`src/hw/rtl/ssrg_pkg.sv`:
```
`timescale 1ns / 1ps
// ----------------------------------------------------------------------------
// ssrg_pkg: shared types and constants for the swerve settle ramp gate
// Register indexes, drive modes, the state machine encoding and the divider control.
// ----------------------------------------------------------------------------
package ssrg_pkg;

    localparam int ANGLE_BITS_DEF      = 16;
    localparam int TIME_BITS_DEF       = 32;
    localparam int SCALE_FRAC_BITS_DEF = 16;

    localparam logic [2:0] CFG_THRESH  = 3'd0;
    localparam logic [2:0] CFG_RUP     = 3'd1;
    localparam logic [2:0] CFG_RDOWN   = 3'd2;
    localparam logic [2:0] CFG_REVSQ   = 3'd3;
    localparam logic [2:0] CFG_EPS     = 3'd4;
    localparam logic [2:0] CFG_CAPS    = 3'd5;

    localparam logic [2:0] MODE_IDLE   = 3'd0;
    localparam logic [2:0] MODE_STEER  = 3'd1;
    localparam logic [2:0] MODE_RUP    = 3'd2;
    localparam logic [2:0] MODE_DRIVE  = 3'd3;
    localparam logic [2:0] MODE_RDOWN  = 3'd4;

    typedef enum logic [4:0] {
        ST_IDLE  = 5'b00001,
        ST_DIV   = 5'b00010,
        ST_SPD   = 5'b00100,
        ST_MUL   = 5'b01000,
        ST_OUT   = 5'b10000
    } seq_state_t;

    // divider control between sequencer and serial divider
    typedef struct packed {
        logic start;
        logic busy;
        logic done;
    } div_ctrl_t;

endpackage

```
`src/hw/rtl/ssrg_mul.sv`:
```
`timescale 1ns / 1ps
// ----------------------------------------------------------------------------
// ssrg_mul: bit-serial shift-add multiplier
// Signed value times an unsigned scale, one scale bit per cycle.
// ----------------------------------------------------------------------------
module ssrg_mul
    import ssrg_pkg::*;
#(
    parameter int AW = 16,
    parameter int BW = 17
)
(
    input  logic                clk,
    input  logic                rst_n,
    input  logic                start,
    input  logic signed [AW-1:0] a,
    input  logic [BW-1:0]       b,
    output logic signed [AW+BW:0] prod,
    output logic                done
);
    localparam int CW = $clog2(BW + 1);

    logic signed [AW+BW:0] acc_reg, acc_next;
    logic signed [AW+BW:0] a_reg, a_next;
    logic [BW-1:0]         b_reg, b_next;
    logic [CW-1:0]         cnt_reg, cnt_next;
    logic                  busy_reg, busy_next, done_reg, done_next;

    always_comb
    begin
        acc_next  = acc_reg;
        a_next    = a_reg;
        b_next    = b_reg;
        cnt_next  = cnt_reg;
        busy_next = busy_reg;
        done_next = 1'b0;
        if (start)
        begin
            acc_next  = '0;
            a_next    = (AW+BW+1)'(a);
            b_next    = b;
            cnt_next  = CW'(BW);
            busy_next = 1'b1;
        end
        else if (busy_reg)
        begin
            if (b_reg[0])
                acc_next = acc_reg + a_reg;
            a_next   = a_reg <<< 1;
            b_next   = b_reg >> 1;
            cnt_next = cnt_reg - 1'b1;
            if (cnt_reg == CW'(1))
            begin
                busy_next = 1'b0;
                done_next = 1'b1;
            end
        end
    end

    always_ff @(posedge clk or negedge rst_n)
    begin
        if (!rst_n)
        begin
            busy_reg <= 1'b0;
            done_reg <= 1'b0;
            cnt_reg  <= '0;
        end
        else
        begin
            busy_reg <= busy_next;
            done_reg <= done_next;
            cnt_reg  <= cnt_next;
        end
    end

    always_ff @(posedge clk)
    begin
        acc_reg <= acc_next;
        a_reg   <= a_next;
        b_reg   <= b_next;
    end

    assign prod = acc_reg;
    assign done = done_reg;

`ifndef SYNTH
    a_mdone_once: assert property (@(posedge clk) disable iff (!rst_n)
        done_reg |=> !done_reg) else $error("multiplier done held");
    a_mstart: assert property (@(posedge clk) disable iff (!rst_n)
        start |=> busy_reg) else $error("multiplier did not start");
    a_mdone_busy: assert property (@(posedge clk) disable iff (!rst_n)
        done_reg |-> $past(busy_reg)) else $error("done without work");
`endif
endmodule

```
`config.mk`:
```
export PLATFORM = sky130hd
export DESIGN_NAME = ssrg_mul
export DESIGN_NICKNAME = d
export VERILOG_FILES = /design/src/hw/rtl/ssrg_pkg.sv /design/src/hw/rtl/ssrg_mul.sv
export SDC_FILE = /design/constraint.sdc
export NUM_CORES = 1
export LEC_CHECK = 0
export BUFFER_PORTS_ARGS = -buffer_cell sky130_fd_sc_hd__buf_2
export CORE_MARGIN = 2
export CORE_UTILIZATION = 53
export CTS_CLUSTER_DIAMETER = 200
export DETAILED_ROUTE_END_ITERATION = 7
export PLACE_DENSITY = 0.76
export SYNTH_ARGS = -nofsm -noshare
export SYNTH_HDL_FRONTEND = slang
export SYNTH_SLANG_ARGS = --single-unit
```
`constraint.sdc`:
```
create_clock -name clk -period 2.8 [get_ports clk]
set_input_delay 0.14 -clock clk [delete_from_list [all_inputs] [get_ports clk]]
set_output_delay 0.14 -clock clk [all_outputs]
set_load 0.02 [all_outputs]
```
# Yosys cells after proc, flatten, opt, wreduce, memory -nomap -nowiden
# Index checks and enable logic that the tools add are counted.
classes:
  shifts: 0
  reduce_logical: 2
  n_mux: 12
  order_cmp: 0
  bitwise: 0
  multipliers: 0
  eq_ne: 1
  n_div: 0
  add_sub_neg: 2
op_table:
  columns: ["cell", "n"]
  rows:
  - ["$mux W34", 2]
  - ["$add A34 B34 Y34", 1]
  - ["$mux W17", 2]
  - ["$mux W5", 2]
  - ["$mux W1", 6]
  - ["$eq A5 B1 Y1 const B", 1]
  - ["$sub A5 B1 Y5 const B", 1]
  - ["$reduce_and A2 Y1", 1]
  - ["$reduce_bool A2 Y1", 1]
totals:
  out_inout_bits: 35
  ff_bits: 92
  ramBits: 0
  n_memories: 0
  rom_bits: 0
  wordCells: 23
  latchBits: 0
  inputBits: 36

# Longest topological paths before layout
# Gate-level depths: netlist (run 1).
logic_depth:
  depth_word: 4
  mapped_depth: 11
  ltp_nobuf: 11

# Worst setup path after synthesis (run 1)
# Ideal clock, no wire load.
synth_timing:
  path_kind: "register to register"
  startpoint: "reg acc_reg[0], in the netlist prod[0]"
  endpoint: "reg acc_reg[32], in the netlist prod[32]"
  setup_slack_ps: 32
  arrival_ps: 2646
  path_buffers: 0
  stages_incl_launch_ff: 12
  t_required_ps: 2678
  cell_sequence: "dfxtp_1 -> ha_1 -> inv_1 -> fa_1 -> and2b_1 -> o21ai_1 -> a21boi_2 -> o2111ai_1 -> a41oi_1 -> and3_1 -> o21ai_0 -> a311o_1"
synth_via:
  elab_chain_cells: 1
synth_rtl:
  columns: ["element", "line_no", "source"]
  rows:
  - ["start, declared", "ssrg_mul.sv:23", "logic signed [AW+BW:0] acc_reg, acc_next;"]
  - ["start signal, assigned", "ssrg_mul.sv:78", "acc_reg <= acc_next;"]
  - ["$add A34 B34 Y34", "ssrg_mul.sv:48", "acc_next = acc_reg + a_reg;"]
# Every way passes these cells.
# A chain may end at the register's enable or synchronous reset.

# Worst setup path after layout (run 1)
layout_timing:
  startpoint: "reg a_reg[20]"
  endpoint: "reg acc_reg[33], in the netlist prod[33]"
layout_via:
  elab_chain_cells: 1
layout_rtl:
  columns: ["element", "line_no", "source"]
  rows:
  - ["start, declared", "ssrg_mul.sv:24", "logic signed [AW+BW:0] a_reg, a_next;"]
  - ["start signal, assigned", "ssrg_mul.sv:79", "a_reg <= a_next;"]
  - ["$add A34 B34 Y34", "ssrg_mul.sv:48", null]
# Every way passes these cells.

==> results of run 1 <==
[timing repair]
item	CTS	global route
hold buffers	1	0
cloned	0	0
hold endpoints to repair	7	0
gates resized for setup	1	15
pin swaps	0	2
endpoints found under the setup margin	1	10
[Yosys cell counts, drive strengths merged, types with 3 or more instances]
library cell  instances
a211oi                3
a21boi                4
a21o                 10
a21oi                55
a31oi                 8
and2                  7
and3                  5
buf                  12
clkbuf               18
dfrtp                 7
dfxtp                34
edfxtp               51
ha                   35
inv                  39
mux2                 30
nand2                59
nand3                21
nand3b                4
nand4                 7
nor2                 24
nor2b                 5
nor3                 16
nor3b                 3
nor4b                 7
o211ai                8
o21a                  6
o21ai                47
o21bai                4
o221ai                3
o31ai                 3
xnor2                14
xor2                  6
[cell families (layout without fill, tap and decap cells)]
logic type               Yosys count  count (layout)
AO/OA/AOI/OAI                    167             167
XOR/XNOR                          20              20
adder cells (fa/ha/maj)           36              36
buffers and inverters             69             140
flip-flops                        92              92
multiplexers                      31              31
AND/OR/NAND/NOR                  169             169
[worst max-delay path by stage]
stage | slack [ns] | end | cells past startpoint
3_5_place_dp | 0.02 | prod[26] | 12
5_1_grt | -0.02 | prod[32] | 11
3_3_place_gp | 0.15 | prod[33] | 9
2_1_floorplan | 0.03 | prod[32] | 11
4_1_cts | 0.04 | prod[32] | 11
6_report | 0.14 | prod[33] | 9
[power by group through the flow]
| stage | registers, mW | logic (mW) | clock network, mW |
|---|---|---|---|
| global placement | 2.19 | 3.38 | 0 |
| global route | 2.24 | 3.95 | 0.857 |
| finish | 2.19 | 3.56 | 0.800 |
| floorplan | 2.37 | 2.38 | 0 |
| CTS | 2.18 | 3.46 | 0.818 |
| detailed placement | 2.21 | 3.43 | 0 |
[layer usage]
| layer | GRT usage (%) | share of wire (%) |
|---|---|---|
| met5 | 0 | 0 |
| met4 | 7.050 | 1.4 |
| met3 | 6.018 | 5.5 |
| met2 | 38.76 | 48 |
| met1 | 29.25 | 45 |
[stage by stage]
step                utilization, %  setup TNS [ns]
finish                       61.50               0
global placement             59.19               0
detailed placement           59.19               0
floorplan                        -               0
CTS                          60.88               0
global route                 61.50        -0.03526
[final cells by class]
| class | count | area (um^2) |
|---|---|---|
| tap | 136 | 170.2 |
| timing repair buffer | 85 | 478.0 |
| multi-input combinational | 423 | 2974 |
| clock inverter | 4 | 28.78 |
| inverter | 39 | 146.4 |
| fill | 905 | 3956 |
| sequential | 92 | 2389 |
| clock buffer | 12 | 135.1 |
[worst max-delay path, stage by stage (launching register included)]
cell and delay (ns):
sky130_fd_sc_hd__edfxtp_1 0.43, sky130_fd_sc_hd__ha_1 0.38, sky130_fd_sc_hd__a21oi_1 0.11, sky130_fd_sc_hd__o21ai_2 0.21, sky130_fd_sc_hd__a31oi_2 0.10, sky130_fd_sc_hd__or4b_4 0.56
sky130_fd_sc_hd__o221ai_2 0.18, sky130_fd_sc_hd__a21oi_2 0.08, sky130_fd_sc_hd__nor3b_2 0.20, sky130_fd_sc_hd__mux2_4 0.32
==> flow_summary_export.csv, run 1 <==
group,metric,value,unit
run_status,outcome,"finished, final reports clean",
routing,detail_route.first_pass.iterations,5,
synthesis,synthAdderAreaFrac,8.212,%
placement,post-place-ws,0.02303,ns
clocking,worstSkewPairLatency,0.37,ns
synthesis,portion_of_the_post_synthesis_area_used_by_sequential_elements,42.81,%
clocking,clkSlewWorstSetupHoldPaths,0.09,ns
synthesis,synth.avg_cell_area,9.549,um^2
power_and_ir_drop,power.share.combinational,54.3,%
synthesis,ys_dominant_reg_cell,"sky130_fd_sc_hd__edfxtp_1",
setup_path,r2r.worst_path.cells,9,
setup_path,startpoint_type,"flop",
clocking,htree_num_levels,3,
placement,portBuffers,70,
power_and_ir_drop,power_switching_share,44.26,%
synthesis,synth-xor-area-share,3.141,%
worst_hold_path,holdPathEnd,"b_reg[16]",
cells_and_area,final_cell_count_no_fill,791,
synthesis,synth_largest_type_area_fraction,27.46,%
cells_and_area,layout.cells.most_common,"sky130_fd_sc_hd__buf_2",
routing,num_vias,4572,
power_and_ir_drop,net_switching,2.900,mW
cells_and_area,final_net_count,722,
placement,routability_congestion_estimate_from_global_placement,0.9137,
floorplan,die-area,11360,um^2
cells_and_area,antenna_cells,0,
timing,final.setup.worst_slack,0.1352,ns
routing,drc_viols,0,
clocking,clock_tree_buf_depth,2,
timing,share_of_the_clock_period_used_by_the_worst_path,95.17,%
setup_path,critical_path.reg2reg.endpoint,"prod[33]",
routing,initialDrtViolationCount,209,
timing,final-max-slew-violation-count,0,
routing,routed_wire_length_per_instance,16.12,um
synthesis,postSynthNetCount,656,
power_and_ir_drop,power_density,1036,nW/um^2
synthesis,edff_count_synth,51,
setup_path,crit_required,3.06,ns
synthesis,mappedNetlistArea,5577,um^2
routing,drt.antenna.violating_nets,0,
setup_path,timing.critical_path.to_type,"flop",
timing,final.setup_skew,0.01159,ns
synthesis,share_of_synthesized_flip_flops_with_an_asynchronous_set_or_reset,7.609,%
floorplan,boundaryPins,71,
power_and_ir_drop,pwr-share-seq,33.5,%
clocking,clock_tree_from_tritoncts,"yes",
floorplan,core,10280,um^2
worst_hold_path,hold_path.class,"input port to flop",
synthesis,synthesis.yosys.warnings,0,
synthesis,synth-simple-area-share,15.26,%
synthesis,combinational_family_with_the_most_area_after_synthesis,"compound AO/OA/AOI/OAI gates",
cells_and_area,flow.area_growth_from_synthesis,13.35,%
timing,timing.slew.headroom,45.80,%
floorplan,start_util,54.26,%
setup_path,critPathLaunch,"a_reg[20]",
cells_and_area,fraction_of_layout_cells_with_a_size_suffix_above_1,23.82,%
floorplan,std_cell_rows,37,
synthesis,synthDominantAreaCellType,"sky130_fd_sc_hd__edfxtp_1",
timing,final_critical_period,2.665,ns
power_and_ir_drop,cell_internal_power,3.652,mW
clocking,cts_buffers,9,
timing,timing.final.setup_violations,0,
synthesis,synth.lib_cells_used.distinct,67,
global_routing,globalRoute.totalOverflow,0,
setup_path,worstPathArrival,2.93,ns
global_routing,grtUsageTotal,23.07,%
setup_path,r2r_setup_slack,0.14,ns
global_routing,wire_length_of_the_first_global_routing_pass,21.10,mm
placement,dpl-instance-area,6083,um^2
global_routing,grt_max_degree,38,
timing,achievable-frequency,375.3,MHz
routing,viasPerCell,5.780,
worst_hold_path,worst_hold_startpoint,"b[16]",
synthesis,synth_mux_area_share,6.305,%
worst_hold_path,timing.hold.worst_path_depth,2,
routing,route.final.wire_length,12.75,mm
floorplan,floorplan.die.height,106.6,um
setup_path,r2r_path_start,"a_reg[20]",
cells_and_area,mostFrequentLayoutCells,"70 x sky130_fd_sc_hd__buf_2, 58 x sky130_fd_sc_hd__nand2_1, 53 x sky130_fd_sc_hd__a21oi_1",
clocking,clock_root_cell,"sky130_fd_sc_hd__clkbuf_8",
timing,final_hold_viol_count,0,
power_and_ir_drop,ir_drop,0.4304,mV
synthesis,postSynthRegisterBits,92,
synthesis,netlist_top_cells_area,"sky130_fd_sc_hd__edfxtp_1 27%, sky130_fd_sc_hd__dfxtp_1 12%, sky130_fd_sc_hd__ha_1 7.9%, sky130_fd_sc_hd__mux2_2 5.9%, sky130_fd_sc_hd__a21oi_1 4.8%",
placement,placed_cells,774,
timing,worstMarginPinSlew,0.8121,ns
clocking,clkSinkCount,92,
timing,fin_worst_hold_slack,0.04648,ns
global_routing,antenna_found_initial,0,
floorplan,dieWidth,106.6,um
synthesis,synth_compound_gate_area_share,19.30,%
power_and_ir_drop,power_leakage,2.739,nW
power_and_ir_drop,pwr-share-clk,12.2,%
synthesis,synthCells,584,
global_routing,grt_pass1_vias,4587,
job,max_cap_viol_count,0,
setup_path,critical_path_fanout_max,5,
cells_and_area,stdcell_area,6321,um^2
power_and_ir_drop,report.power.total,6.551,mW
placement,hpwl,9.019,mm
clocking,cts_post_setup_buffers_inserted,0,
setup_path,path_class,"flop to flop",
(Power assumes the default switching activity.)
==> run 2, diff against run 1 <==
==> config.mk (replaced) <==
export PLATFORM = sky130hd
export DESIGN_NAME = ssrg_mul
export DESIGN_NICKNAME = d
export VERILOG_FILES = /design/src/hw/rtl/ssrg_pkg.sv /design/src/hw/rtl/ssrg_mul.sv
export SDC_FILE = /design/constraint.sdc
export NUM_CORES = 1
export LEC_CHECK = 0
export CORE_ASPECT_RATIO = 0.5
export CORE_MARGIN = 2
export CORE_UTILIZATION = 58
export CTS_CLUSTER_DIAMETER = 200
export DETAILED_ROUTE_END_ITERATION = 7
export DONT_BUFFER_PORTS = 1
export PLACE_DENSITY = 0.75
export SYNTH_ARGS = -nofsm -noshare
export SYNTH_HDL_FRONTEND = slang
export SYNTH_SLANG_ARGS = --single-unit
==> flow_summary_export.csv, run 2 (synthesis results as in run 1) <==
group,metric,value,unit
placement,portBuffers,0,
routing,initialDrtViolationCount,304,
clocking,clkSlewWorstSetupHoldPaths,0.07,ns
clocking,cts_buffers,9,
setup_path,crit_slowest_cell,"sky130_fd_sc_hd__or4b_4",
power_and_ir_drop,power_density,1105,nW/um^2
placement,dpl-instance-area,5917,um^2
global_routing,grt_pass1_vias,4212,
floorplan,die-area,10460,um^2
timing,grt_setup_unrepaired,"no",
setup_path,worstPathArrival,2.94,ns
floorplan,std_cell_rows,25,
power_and_ir_drop,power_leakage,2.715,nW
routing,routed_wire_length_per_instance,17.56,um
cells_and_area,final_cell_count_no_fill,747,
power_and_ir_drop,report.power.total,7.129,mW
cells_and_area,antenna_cells,0,
clocking,clock_tree_from_tritoncts,"yes",
cells_and_area,stdcell_area,6449,um^2
setup_path,startpoint_type,"flop",
cells_and_area,final_core_util,68.72,%
clocking,worstSkewPairLatency,0.36,ns
setup_path,path_cells,"ha_1 -> nand4_1 -> o211ai_2 -> a31oi_2 -> or4b_4 -> o221ai_2 -> a21oi_2 -> nor3b_2 -> mux2_4",
timing,timing.slew.headroom,59.98,%
floorplan,floorplan.die.height,73.34,um
setup_path,crit_required,3.05,ns
job,max_cap_viol_count,0,
routing,num_vias,4498,
cells_and_area,fraction_of_layout_cells_with_a_size_suffix_above_1,18.05,%
power_and_ir_drop,net_switching,3.018,mW
global_routing,grt_max_degree,67,
timing,timing.final.setup_violations,0,
power_and_ir_drop,ir_drop,0.4563,mV
global_routing,wire_length_of_the_first_global_routing_pass,20.96,mm
floorplan,boundaryPins,71,
routing,route.final.wire_length,13.12,mm
clocking,cts_post_setup_buffers_inserted,0,
timing,final_critical_period,2.696,ns
clocking,clock_root_cell,"sky130_fd_sc_hd__clkbuf_16",
power_and_ir_drop,pwr-share-seq,31.3,%
power_and_ir_drop,power.share.combinational,50.7,%
power_and_ir_drop,power_switching_share,42.34,%
floorplan,dieWidth,142.7,um
floorplan,start_util,59.43,%
routing,viasPerCell,6.021,
clocking,clock_tree_buf_depth,2,
timing,final-max-slew-violation-count,0,
global_routing,globalRoute.totalOverflow,0,
floorplan,core,9384,um^2
timing,achievable-frequency,371.0,MHz
setup_path,timing.critical_path.slowest_cell_delay,0.55,ns
setup_path,critical_path_fanout_max,5,
setup_path,timing.critical_path.to_type,"flop",
clocking,htree_num_levels,3,
power_and_ir_drop,cell_internal_power,4.111,mW
placement,routability_congestion_estimate_from_global_placement,0.8502,
clocking,clkSinkCount,92,
setup_path,path_class,"flop to flop",
routing,drt.antenna.violating_nets,0,
power_and_ir_drop,pwr-share-clk,18.0,%
timing,final.setup_skew,0.01028,ns
global_routing,grtUsageTotal,26.06,%
run_status,outcome,"finished, final reports clean",
worst_hold_path,hold_path.class,"input port to flop",
cells_and_area,final_net_count,693,
cells_and_area,layout.cells.most_common,"sky130_fd_sc_hd__nand2_1",
timing,final_hold_viol_count,0,
routing,drc_viols,0,
timing,share_of_the_clock_period_used_by_the_worst_path,96.27,%
timing,worstMarginPinSlew,0.5988,ns
timing,totalNegativeSetupSlack,0,ns
placement,placed_cells,716,
routing,detail_route.first_pass.iterations,5,
placement,hpwl,8.917,mm
global_routing,antenna_found_initial,0,
cells_and_area,mostFrequentLayoutCells,"58 x sky130_fd_sc_hd__nand2_1, 52 x sky130_fd_sc_hd__a21oi_1, 51 x sky130_fd_sc_hd__edfxtp_1",
cells_and_area,flow.area_growth_from_synthesis,15.64,%
-- run 2: cell types whose count changed in the layout (fill, tap and decap cells not counted), sizes merged --
cell / change
clkbuf: -3
clkinv: +1
buf: -42
clkinvlp: -2
dlygate4sd3: +13
bufinv: +1
inv: +3
-- run 2: metal layers --
| metal | GRT usage, % | routed length, um | share of wire [%] |
|---|---|---|---|
| met5 | 0 | 0 | 0 |
| met4 | 6.931 | 158 | 1.2 |
| met3 | 7.562 | 813 | 6.2 |
| met2 | 41.56 | 5822 | 44 |
| met1 | 35.33 | 6323 | 48 |
-- run 2: repair_timing --
action,CTS,global route
hold endpoints to repair,44,0
endpoints found under the setup margin,0,9
gates resized for setup,0,11
hold buffers,15,0
-- run 2: worst paths after layout --
| path | startpoint | end | slack (ns) | cells past startpoint |
|---|---|---|---|---|
| max in group asynchronous | rst_n | cnt_reg[0] | 2.44 | 1 |
| worst max-delay path | a_reg[15] | prod[33] | 0.10 | 9 |
| worst max register to register | a_reg[15] | prod[33] | 0.10 | 9 |
| worst min-delay path | b[13] | b_reg[13] | 0.002 | 1 |
| min in group asynchronous | rst_n | cnt_reg[1] | 0.11 | 1 |
| worst min register to register | b_reg[2] | b_reg[1] | 0.55 | 1 |
-- run 2: area by class of cell --
type / instances / area [um^2]
clock buffers: 9 / 225.2
clock inverters: 7 / 83.83
fillers: 745 / 2935
inverters: 39 / 146.4
multi-input cells: 423 / 2974
flip-flops and latches: 92 / 2387
well taps: 121 / 151.4
repair buffers: 56 / 480.5
-- run 2: critical path, delay by kind of cell, from the launching register on --
| kind | cells | cell delay, ns |
|---|---|---|
| AND/OR/NAND/NOR | 3 | 0.93 |
| flip-flops | 1 | 0.39 |
| AO/OA/AOI/OAI | 4 | 0.53 |
| adder cells (fa/ha/maj) | 1 | 0.42 |
| multiplexers | 1 | 0.31 |
-- run 2: through the flow --
step                      hold slack [ns]  setup WS, ns
after floorplan                   -0.1556       0.03186
after global placement            -0.1555        0.1741
after detailed placement          -0.1555       0.09320
after CTS                       0.0006416       0.07047
after global routing            0.0002617      0.007359
final                            0.002035        0.1043
-- run 2: power by group through the flow --
stage / Sequential [mW] / Combinational, mW / Clock, mW
2_1_floorplan: 2.37 / 2.38 / 0
3_3_place_gp: 2.23 / 3.38 / 0
3_5_place_dp: 2.25 / 3.45 / 0
4_1_cts: 2.23 / 3.50 / 1.30
5_1_grt: 2.28 / 3.97 / 1.34
6_report: 2.23 / 3.61 / 1.28
