[src/hw/rtl/ssrg_pkg.sv]
`timescale 1ns / 1ps
// ----------------------------------------------------------------------------
// ssrg_pkg: shared types and constants for the swerve settle ramp gate
// Register indexes, drive modes, the state machine encoding and the divider control.
// ----------------------------------------------------------------------------
package ssrg_pkg;

    localparam int ANGLE_BITS_DEF      = 16;
    localparam int TIME_BITS_DEF       = 32;
    localparam int SCALE_FRAC_BITS_DEF = 16;

    localparam logic [2:0] CFG_THRESH  = 3'd0;
    localparam logic [2:0] CFG_RUP     = 3'd1;
    localparam logic [2:0] CFG_RDOWN   = 3'd2;
    localparam logic [2:0] CFG_REVSQ   = 3'd3;
    localparam logic [2:0] CFG_EPS     = 3'd4;
    localparam logic [2:0] CFG_CAPS    = 3'd5;

    localparam logic [2:0] MODE_IDLE   = 3'd0;
    localparam logic [2:0] MODE_STEER  = 3'd1;
    localparam logic [2:0] MODE_RUP    = 3'd2;
    localparam logic [2:0] MODE_DRIVE  = 3'd3;
    localparam logic [2:0] MODE_RDOWN  = 3'd4;

    typedef enum logic [4:0] {
        ST_IDLE  = 5'b00001,
        ST_DIV   = 5'b00010,
        ST_SPD   = 5'b00100,
        ST_MUL   = 5'b01000,
        ST_OUT   = 5'b10000
    } seq_state_t;

    // divider control between sequencer and serial divider
    typedef struct packed {
        logic start;
        logic busy;
        logic done;
    } div_ctrl_t;

endpackage

[src/hw/rtl/ssrg_div.sv]
`timescale 1ns / 1ps
// ----------------------------------------------------------------------------
// ssrg_div: bit-serial restoring divider
// Computes num / den, one quotient bit per cycle.
// ----------------------------------------------------------------------------
module ssrg_div
    import ssrg_pkg::*;
#(
    parameter int NW = 64,
    parameter int DW = 32
)
(
    input  logic          clk,
    input  logic          rst_n,
    input  logic          start,
    input  logic [NW-1:0] num,
    input  logic [DW-1:0] den,
    output logic [NW-1:0] quot,
    output logic          done
);
    localparam int CW = $clog2(NW + 1);

    logic [NW-1:0] q_reg, q_next;
    logic [DW:0]   r_reg, r_next;
    logic [DW-1:0] d_reg, d_next;
    logic [CW-1:0] cnt_reg, cnt_next;
    logic          busy_reg, busy_next;
    logic          done_reg, done_next;
    logic [DW:0]   trial;

    always_comb
    begin
        q_next    = q_reg;
        r_next    = r_reg;
        d_next    = d_reg;
        cnt_next  = cnt_reg;
        busy_next = busy_reg;
        done_next = 1'b0;
        trial     = {r_reg[DW-1:0], q_reg[NW-1]};
        if (start)
        begin
            q_next    = num;
            r_next    = '0;
            d_next    = den;
            cnt_next  = CW'(NW);
            busy_next = 1'b1;
        end
        else if (busy_reg)
        begin
            if (trial >= {1'b0, d_reg})
            begin
                r_next = trial - {1'b0, d_reg};
                q_next = {q_reg[NW-2:0], 1'b1};
            end
            else
            begin
                r_next = trial;
                q_next = {q_reg[NW-2:0], 1'b0};
            end
            cnt_next = cnt_reg - 1'b1;
            if (cnt_reg == CW'(1))
            begin
                busy_next = 1'b0;
                done_next = 1'b1;
            end
        end
    end

    always_ff @(posedge clk or negedge rst_n)
    begin
        if (!rst_n)
        begin
            busy_reg <= 1'b0;
            done_reg <= 1'b0;
            cnt_reg  <= '0;
        end
        else
        begin
            busy_reg <= busy_next;
            done_reg <= done_next;
            cnt_reg  <= cnt_next;
        end
    end

    always_ff @(posedge clk)
    begin
        q_reg <= q_next;
        r_reg <= r_next;
        d_reg <= d_next;
    end

    assign quot = q_reg;
    assign done = done_reg;

`ifndef SYNTH
    a_done_once: assert property (@(posedge clk) disable iff (!rst_n)
        done_reg |=> !done_reg) else $error("divider done held");
    a_start_busy: assert property (@(posedge clk) disable iff (!rst_n)
        start |=> busy_reg) else $error("divider did not start");
    a_done_after_busy: assert property (@(posedge clk) disable iff (!rst_n)
        done_reg |-> $past(busy_reg)) else $error("done without work");
`endif
endmodule

[config.mk]
export PLATFORM = sky130hd
export DESIGN_NAME = ssrg_div
export DESIGN_NICKNAME = d
export VERILOG_FILES = /design/src/hw/rtl/ssrg_pkg.sv /design/src/hw/rtl/ssrg_div.sv
export SDC_FILE = /design/constraint.sdc
export NUM_CORES = 1
export LEC_CHECK = 0
export BUFFER_PORTS_ARGS = -buffer_cell sky130_fd_sc_hd__buf_2
export CAP_MARGIN = 20
export CORE_ASPECT_RATIO = 1.4
export CORE_MARGIN = 2
export CORE_UTILIZATION = 59
export DETAILED_ROUTE_END_ITERATION = 8
export PLACE_DENSITY = 0.95
export SYNTH_ARGS = -nofsm -noshare
export SYNTH_HDL_FRONTEND = slang
export SYNTH_SLANG_ARGS = --single-unit
[constraint.sdc]
create_clock -name clk -period 5.7 [get_ports clk]
set_input_delay 0.57 -clock clk [delete_from_list [all_inputs] [get_ports clk]]
set_output_delay 0.57 -clock clk [all_outputs]
set_load 0.05 [all_outputs]
; ---- Word level (Yosys, flattened, before mapping)
; Index checks and enable logic that the tools add are counted.
[totals]
n_memories = 0
ramBits = 0
output_inout_bits = 65
in_bits = 99
rom_bits = 0
latchBits = 0
regBits = 137
[op_classes]
bitwise_logic = 0
order_cmp = 1
mul = 0
addsub = 2
shifts = 0
eq_ne = 1
n_reduce_logical = 1
n_div = 0
muxes = 12
[ops]
columns = cell, n
row1 = $mux 64, 2
row2 = $ge 33x32->1, 1
row3 = $mux 32, 1
row4 = $sub 32x32->32, 1
row5 = $mux 7, 2
row6 = $eq 7x1->1 const B, 1
row7 = $mux 1, 7
row8 = $sub 7x1->7 const B, 1
row9 = $reduce_bool 2->1, 1

; ---- Depth between registers and ports, before layout
; Gate-level depths: netlist of the first run.
[depth]
depth_word = 4
mapped_depth = 14
depth_no_buf = 12

; ---- Worst setup path after synthesis of the first run
; Ideal clock, no wire load.
[synth_timing]
path_type = reg-to-reg
start = register q_reg[63] (netlist: quot[63])
end = register r_reg[28]
required_ns = 5.583
path_buffers = 0
setup_ns = 0.117
path_stages_with_launch = 13
arrival_ns = 2.837
setup_slack_ns = 2.746
cell_sequence = edfxtp_1 > inv_1 > ha_1 > fa_1 > nand2b_1 > a21o_1 > a21oi_1 > nor3_1 > o31ai_1 > a31oi_1 > xor2_1 > a21oi_1 > a22o_1
[synth_between]
elab_chain_cells = 2
elab_cells_between_ends = 3
classes_between = add/sub: 1 / order compare: 1 / mux: 1
[synth_lines]
columns = element, line
row1 = from (decl), ssrg_div.sv:23  ; logic [NW-1:0] q_reg, q_next;
row2 = from (signal assigned), ssrg_div.sv:87  ; q_reg <= q_next;
row3 = $sub 32x32->32 or $ge 33x32->1 (tied branches), "ssrg_div.sv:52, ssrg_div.sv:50"
row4 = $mux 32 (*), ssrg_div.sv:50  ; if (trial >= {1'b0, d_reg})
row5 = to (signal assigned), ssrg_div.sv:88  ; r_reg <= r_next;
row6 = to (decl), ssrg_div.sv:24  ; logic [DW:0] r_reg, r_next;
; Mark *: on every way between the ends. The rest lies on a longest branch, timed or not.
; A chain may end at the register's enable or synchronous reset.

; ---- Worst setup path in the final report of the first run
[layout_timing]
start = register d_reg[3]
end = register r_reg[19]
[layout_between]
elab_chain_cells = 2
elab_cells_between_ends = 3
classes_between = add/sub: 1 / order compare: 1 / mux: 1
[layout_lines]
columns = element, line
row1 = from (decl), ssrg_div.sv:25  ; logic [DW-1:0] d_reg, d_next;
row2 = from (signal assigned), ssrg_div.sv:89  ; d_reg <= d_next;
row3 = $sub 32x32->32 or $ge 33x32->1 (tied branches), "ssrg_div.sv:52, ssrg_div.sv:50"
row4 = $mux 32 (*), ssrg_div.sv:50
; Marks and branches as above.

==> flow_metrics.env, run 1 <==
export IMPL_detail_route_drc_violations=0
export IMPL_largest_register_ffs=64
export IMPL_post_cts_setup_buffer_count=0
export IMPL_initial_utilization_pct=60.5
export IMPL_critPathTopFamily="compound AO/OA/AOI/OAI gates"
export IMPL_critPathCaptureType="register"
export IMPL_final_fill_count=809
export IMPL_timing_critical_path_required_ps=6000
export IMPL_sink_count_of_the_clock_tree=137
export IMPL_vdd_ir_drop_max_mv=0.343
export IMPL_final_period_utilization_pct=58.9
export IMPL_power_switching_share_pct=38.5
export IMPL_top_achievable_clock_speed_mhz=298
export IMPL_setup_repair_after_global_routing_missed_its_margin="false"
export IMPL_place_detailed_hpwl_um=12400
export IMPL_dpl_instance_area_um2=8120
export IMPL_cts_root_buf="clkbuf_16"
export IMPL_share_clk_of_total_power_pct=26.0
export IMPL_cts_inserted_buffers=17
export IMPL_clkLatencyLatePin_ps=410
export IMPL_ctsLongestPathBuffers=2
export IMPL_cts_max_level=4
export IMPL_area_delta_synth_final_pct=21.0
export IMPL_timing_clock_skew_ps=8.49
export IMPL_post_cts_resize_count=0
export IMPL_firstDrtPassIters=5
export IMPL_path_cells="inv_1, ha_1, o211ai_1, a21oi_1, o21ai_1, o2111ai_1, a31oi_1, o21ai_4, buf_4, mux2i_1, a211oi_1"
export IMPL_drt_wirelength_per_cell_um=18.3
export IMPL_finalHoldViolations=0
export IMPL_dieWidth_um=97.3
export IMPL_cp_slowest_stage_delay_ps=530
export IMPL_yosys_register_bits=137
export IMPL_floorplan_die_area_um2=13100
export IMPL_seqPwrFrac_pct=35.1
export IMPL_p_leak_uw=0.00371
export IMPL_busiest_layer_in_global_routing="met2"
export IMPL_netsw_uw=1560
export IMPL_share_comb_of_total_power_pct=38.9
export IMPL_grt_antenna_before_repair=1
export IMPL_place_inst=918
export IMPL_crit_path_max_fanout=30
export IMPL_worst_slack_ps=2340
export IMPL_post_route_cells_drive_above_1_share_pct=33.7
export IMPL_timing_worst_setup_path_type="register to register"
export IMPL_instances_no_fill=951
export IMPL_clkTransAtPathRegs_ps=60
export IMPL_use_met1_pct=30.4
export IMPL_count_of_different_cell_masters_after_synthesis=56
export IMPL_synthesis_area_um2=7190
export IMPL_design_portCount=164
export IMPL_grt_usage_pct=26.8
export IMPL_core_area_um2=11900
export IMPL_hold_wc_path_type="primary input to register"
export IMPL_grt_max_degree=65
export IMPL_post_layout_total_power_uw=4040
export IMPL_final_design_area_no_fill_um2=8700
export IMPL_maxCapViolations=0
export IMPL_timing_final_max_slew_violations=0
export IMPL_num_vias=5564
export IMPL_setup_violations_final=0
export IMPL_avgSynthCellArea_um2=11.4
export IMPL_io_buffers=163
export IMPL_synthesis_yosys_warnings=0
export IMPL_asyncSetResetFlopFracSynth_pct=6.57
export IMPL_first_global_vias=5665
export IMPL_overflow_after_grt=0
export IMPL_chipHeight_um=135
export IMPL_route_final_wire_length_um=17400
export IMPL_crit_path_dat_ps=3660
export IMPL_intPower_uw=2490
export IMPL_synthesis_instances=628
export IMPL_critPathBufInv=2
export IMPL_power_per_cell_area_nw_per_um2=465
export IMPL_num_nets_final=925
export IMPL_ys_seq_area_share_pct=52.1
export IMPL_number_of_enable_type_register_cells_in_the_synthesized_netlist=96
export IMPL_grt_pass1_wl_um=27600
export IMPL_route_antenna_remaining_nets=0
export IMPL_final_period_minus_worst_setup_slack_ps=3360
export IMPL_core_rowCount=47
export IMPL_synthFlopType="edfxtp_1"
export IMPL_grt_util_met2_pct=46.8
export IMPL_detailed_route_vias_per_instance=5.85
export IMPL_crit_path_start_kind="register"
export IMPL_cts_tree="built"
export IMPL_pre_cts_slack_ps=2480
export IMPL_drt_initial_drc_count=437
export IMPL_status="finished clean"
export IMPL_max_slew_worst_pin_slew_ps=799
export IMPL_groute_layer_met3_usage_pct=8.75
export IMPL_crit_path_top_delay_cell="o21ai_4"
export IMPL_gpl_final_weighted_congestion=0.916
export IMPL_max_slew_margin_pct=46.8
export IMPL_total_neg_setup_slack_ps=0
export IMPL_synth_fp_nets=762
[cells in the final DEF (no fill, tap or decap), drive strengths merged, types with 2 or more instances in the layout]
master and instances:
nand2b 9, nand2 41, mux2i 20, xor2 11, or3 2, a211oi 26, o211ai 7, clkbuf 17
edfxtp 96, and2 2, a21boi 2, o21bai 2, nand3 6, nor2 52, nand4 6, buf 168
a2111oi 2, a21o 8, dfrtp 9, mux2 65, o21a 4, ha 34, a211o 2, and3 4
xnor2 20, nor2b 5, inv 48, a21oi 33, dfxtp 32, nor3 6, a221oi 2, clkinvlp 5
a31oi 6, nor4 2, o21ai 31
[Yosys cell counts (all sizes together) (2+ instances only)]
cell type	instances	area share, %
edfxtp	96	40
mux2	65	10
nor2	52	2.7
inv	41	2.1
nand2	41	2.1
ha	34	5.9
a21oi	33	2.3
dfxtp	32	8.9
o21ai	31	2.2
a211oi	26	2.9
mux2i	20	2.8
xnor2	20	2.4
clkbuf	19	1.0
xor2	11	1.3
dfrtp	9	3.1
nand2b	9	0.78
a21o	8	0.84
o211ai	7	0.73
a31oi	6	0.52
buf	6	0.64
nand3	6	0.42
nand4	6	0.52
nor3	6	0.42
nor2b	5	0.44
and3	4	0.35
o21a	4	0.42
a2111oi	2	0.42
a211o	2	0.24
a21boi	2	0.21
a221oi	2	0.24
and2	2	0.17
nor4	2	0.17
o21bai	2	0.21
or3	2	0.17
[what timing repair did]
item | in CTS | in global routing
hold endpoints to repair | 5 | 0
hold buffers | 1 | 0
endpoints found under the setup margin | 0 | 0
[metal layers]
metal / wire, um / part of all wire (%) / vias to the layer above
met5: 0 / 0 / -
met4: 518 / 3.0 / 0
met3: 1630 / 9.4 / 47
met2: 8710 / 50 / 271
met1: 6530 / 38 / 2616
li1: - / - / 2630
[cell families after synthesis]
family,Yosys count,share of synthesized area (%)
XOR/XNOR,31,3.78
multiplexers,85,13.0
adder cells (fa/ha/maj),35,6.20
AO/OA/AOI/OAI,134,12.3
AND/OR/NAND/NOR,140,8.86
buffers and inverters,66,3.79
flip-flops,137,52.1
[per-stage QoR]
| stage | hold slack [ps] | util (%) |
|---|---|---|
| after floorplan | 274 | - |
| after global placement | 431 | 68.4 |
| after detailed placement | 427 | 68.4 |
| after CTS | 325 | 73.2 |
| after global routing | 320 | 73.2 |
| final | 335 | 73.2 |
[cell type report]
type	instances	area, um2	area share [%]
Timing Repair Buffer	169	866	9.95
Sequential cell	137	3750	43.1
Multi-Input combinational cell	425	3180	36.5
Antenna cell	1	2.50	0.0288
Tap cell	147	184	2.11
Clock buffer	17	425	4.89
Inverter	41	154	1.77
Clock inverter	14	140	1.61
[power by group through the flow]
stage | sequential (uW) | clock, uW | combinational (uW)
2_1_floorplan | 1640 | 0 | 989
3_3_place_gp | 1420 | 0 | 1490
3_5_place_dp | 1430 | 0 | 1530
4_1_cts | 1420 | 1060 | 1550
5_1_grt | 1440 | 1100 | 1700
6_report | 1420 | 1050 | 1570
[worst paths after layout]
kind / from / endpoint / slack (ps) / cells past startpoint
worst min register to register: r_reg[1]$_SDFFE_PP0P_ / r_reg[1]$_SDFFE_PP0P_ / 470 / 2
worst max-delay path: d_reg[3]$_DFFE_PP_ / r_reg[19]$_SDFFE_PP0P_ / 2340 / 11
min in group asynchronous: rst_n / done$_DFF_PN0_ / 550 / 2
worst min-delay path: den[5] / d_reg[5]$_DFFE_PP_ / 340 / 1
worst max register to register: d_reg[3]$_DFFE_PP_ / r_reg[19]$_SDFFE_PP0P_ / 2340 / 11
max in group asynchronous: rst_n / cnt_reg[0]$_DFFE_PN0P_ / 4980 / 2
Note: power is estimated with default switching activity, not from simulation.
==> inputs of run 2 (changes only) <==
--- a/config.mk
+++ b/config.mk
@@ -9,9 +9,9 @@
 export CAP_MARGIN = 20
 export CORE_ASPECT_RATIO = 1.4
 export CORE_MARGIN = 2
-export CORE_UTILIZATION = 59
+export CORE_UTILIZATION = 55
 export DETAILED_ROUTE_END_ITERATION = 8
-export PLACE_DENSITY = 0.95
+export PLACE_DENSITY = 0.91
 export SYNTH_ARGS = -nofsm -noshare
 export SYNTH_HDL_FRONTEND = slang
 export SYNTH_SLANG_ARGS = --single-unit
==> constraint.sdc (replaced) <==
create_clock -name clk -period 3.3 [get_ports clk]
set_input_delay 0.33 -clock clk [delete_from_list [all_inputs] [get_ports clk]]
set_output_delay 0.33 -clock clk [all_outputs]
set_load 0.05 [all_outputs]
==> flow_metrics.env, run 2 (synthesis gave the netlist of run 1 again) <==
export IMPL_worst_slack_ps=195
export IMPL_setup_violations_final=0
export IMPL_setup_repair_after_global_routing_missed_its_margin="false"
export IMPL_total_neg_setup_slack_ps=0
export IMPL_overflow_after_grt=0
export IMPL_ctsLongestPathBuffers=2
export IMPL_instances_no_fill=960
export IMPL_clkTransAtPathRegs_ps=60
export IMPL_detail_route_drc_violations=0
export IMPL_post_layout_total_power_uw=7110
export IMPL_timing_final_max_slew_violations=0
export IMPL_cts_root_buf="clkbuf_16"
export IMPL_groute_layer_met3_usage_pct=6.68
export IMPL_place_inst=927
export IMPL_grt_util_met2_pct=42.5
export IMPL_critPathCaptureType="register"
export IMPL_crit_path_dat_ps=3410
export IMPL_timing_worst_setup_path_type="register to register"
export IMPL_max_slew_margin_pct=46.1
export IMPL_area_delta_synth_final_pct=22.1
export IMPL_first_global_vias=5711
export IMPL_finalHoldViolations=0
export IMPL_initial_utilization_pct=56.1
export IMPL_antennaDiodeCount=0
export IMPL_busiest_layer_in_global_routing="met2"
export IMPL_pre_cts_slack_ps=271
export IMPL_use_met1_pct=28.7
export IMPL_drt_wirelength_per_cell_um=17.8
export IMPL_post_cts_setup_buffer_count=0
export IMPL_floorplan_die_area_um2=14000
export IMPL_num_vias=5593
export IMPL_timing_rr_end="r_reg[28]$_SDFFE_PP0P_"
export IMPL_sink_count_of_the_clock_tree=137
export IMPL_final_period_utilization_pct=94.1
export IMPL_maxCapViolations=0
export IMPL_final_period_minus_worst_setup_slack_ps=3110
export IMPL_critPathBufInv=1
export IMPL_grt_antenna_before_repair=0
export IMPL_cts_max_level=4
export IMPL_detailed_route_vias_per_instance=5.83
export IMPL_place_detailed_hpwl_um=12300
export IMPL_crit_path_max_fanout=3
export IMPL_dieWidth_um=101
export IMPL_core_rowCount=49
export IMPL_status="finished clean"
export IMPL_p_leak_uw=0.00375
export IMPL_cpMostUsedCell="a21oi_1"
export IMPL_firstDrtPassIters=5
export IMPL_largest_register_ffs=64
export IMPL_r2r_slack_ps=190
export IMPL_cp_slowest_stage_delay_ps=540
export IMPL_gpl_final_weighted_congestion=0.883
export IMPL_crit_path_start_kind="register"
export IMPL_grt_pass1_wl_um=27400
export IMPL_worstRegToRegCells=12
export IMPL_route_final_wire_length_um=17100
export IMPL_critical_path_depth=12
export IMPL_num_nets_final=928
export IMPL_clkLatencyLatePin_ps=420
export IMPL_cts_tree="built"
export IMPL_post_route_cells_drive_above_1_share_pct=33.7
export IMPL_vdd_ir_drop_max_mv=0.397
export IMPL_post_cts_resize_count=0
export IMPL_worstReg2RegStart="quot[63]$_DFFE_PP_"
export IMPL_crit_end="r_reg[28]$_SDFFE_PP0P_"
export IMPL_core_area_um2=12800
export IMPL_grt_usage_pct=25.0
export IMPL_drt_initial_drc_count=361
export IMPL_design_portCount=164
export IMPL_mostFrequentLayoutCell="buf_2"
export IMPL_path_cells="inv_1, ha_1, fa_1, nand2b_1, a21o_1, a21oi_1, nor3_1, o31ai_1, a31oi_1, xor2_1, a21oi_1, a22o_1"
export IMPL_max_slew_worst_pin_slew_ps=808
export IMPL_timing_critical_path_required_ps=3610
export IMPL_critPathTopFamily="compound AO/OA/AOI/OAI gates"
export IMPL_hold_wc_path_type="primary input to register"
export IMPL_cts_inserted_buffers=17
export IMPL_route_antenna_remaining_nets=0
export IMPL_critical_path_source="quot[63]$_DFFE_PP_"
export IMPL_io_buffers=163
export IMPL_chipHeight_um=139
export IMPL_top_achievable_clock_speed_mhz=322
export IMPL_grt_max_degree=89
export IMPL_final_cell_mix="buf_2 (162), edfxtp_1 (96), mux2_2 (65)"
export IMPL_timing_clock_skew_ps=11.9
export IMPL_crit_path_top_delay_cell="o31ai_1"
export IMPL_power_per_cell_area_nw_per_um2=810
[run 2: changes by cell type in the layout (fill, tap and decap cells not counted)]
cell / before / now
buf_12: 0 / 1
buf_4: 6 / 8
bufinv_16: 1 / 3
clkbuf_1: 0 / 1
clkinv_1: 0 / 2
clkinv_4: 1 / 2
clkinvlp_4: 5 / 4
diode_2: 1 / 0
inv_6: 6 / 3
inv_8: 1 / 0
[run 2: worst register-to-register path: cells and delay by family, from the launching register on]
family                   cells  cell delay (ps)
adder cells (fa/ha/maj)      2              630
AO/OA/AOI/OAI                6             1490
buffers and inverters        1               50
flip-flops                   1              370
AND/OR/NAND/NOR              2              300
XOR/XNOR                     1              160
[run 2: metal layers]
layer  vias to the layer above  routed length (um)
met5                         -                   0
met4                         0                 610
met3                        52                1350
met2                       255                8590
met1                      2645                6590
li1                       2641                   -
[run 2: repair_timing]
item,in CTS,in global routing
endpoints found under the setup margin,0,0
hold buffers,1,0
hold endpoints to repair,9,0
[run 2: final cells by class]
cell class | count | area (um2)
Fill cell | 933 | 4040
Timing Repair Buffer | 172 | 901
Inverter | 41 | 154
Sequential cell | 137 | 3750
Clock buffer | 18 | 429
Clock inverter | 14 | 171
Multi-Input combinational cell | 425 | 3180
Tap cell | 153 | 191
[run 2: through the flow]
stage | hold WS, ps | instance area (um2) | util [%]
after floorplan | 34.4 | 7190 | -
after global placement | 189 | 8160 | 63.7
after detailed placement | 194 | 8160 | 63.7
after CTS | 78.0 | 8770 | 68.5
after global routing | 76.2 | 8770 | 68.5
final | 88.7 | 8770 | 68.5
[run 2: worst min path at each step]
stage | slack, ps | depth (start not counted) | from | end
floorplan | 30 | 0 | rst_n | busy_reg$_DFF_PN0_
global placement | 190 | 1 | rst_n | done$_DFF_PN0_
detailed placement | 190 | 1 | rst_n | done$_DFF_PN0_
CTS | 80 | 1 | den[30] | d_reg[30]$_DFFE_PP_
finish | 90 | 1 | den[15] | d_reg[15]$_DFFE_PP_
global route | 80 | 1 | den[23] | d_reg[23]$_DFFE_PP_
[run 2: where the power goes]
group / leakage [uW] / total (uW) / internal, uW / switching, uW
clock network: 0.000279 / 1950 / 1190 / 755
registers: 0.00136 / 2430 / 2200 / 229
logic: 0.00210 / 2730 / 1060 / 1670
total: 0.00375 / 7110 / 4460 / 2650
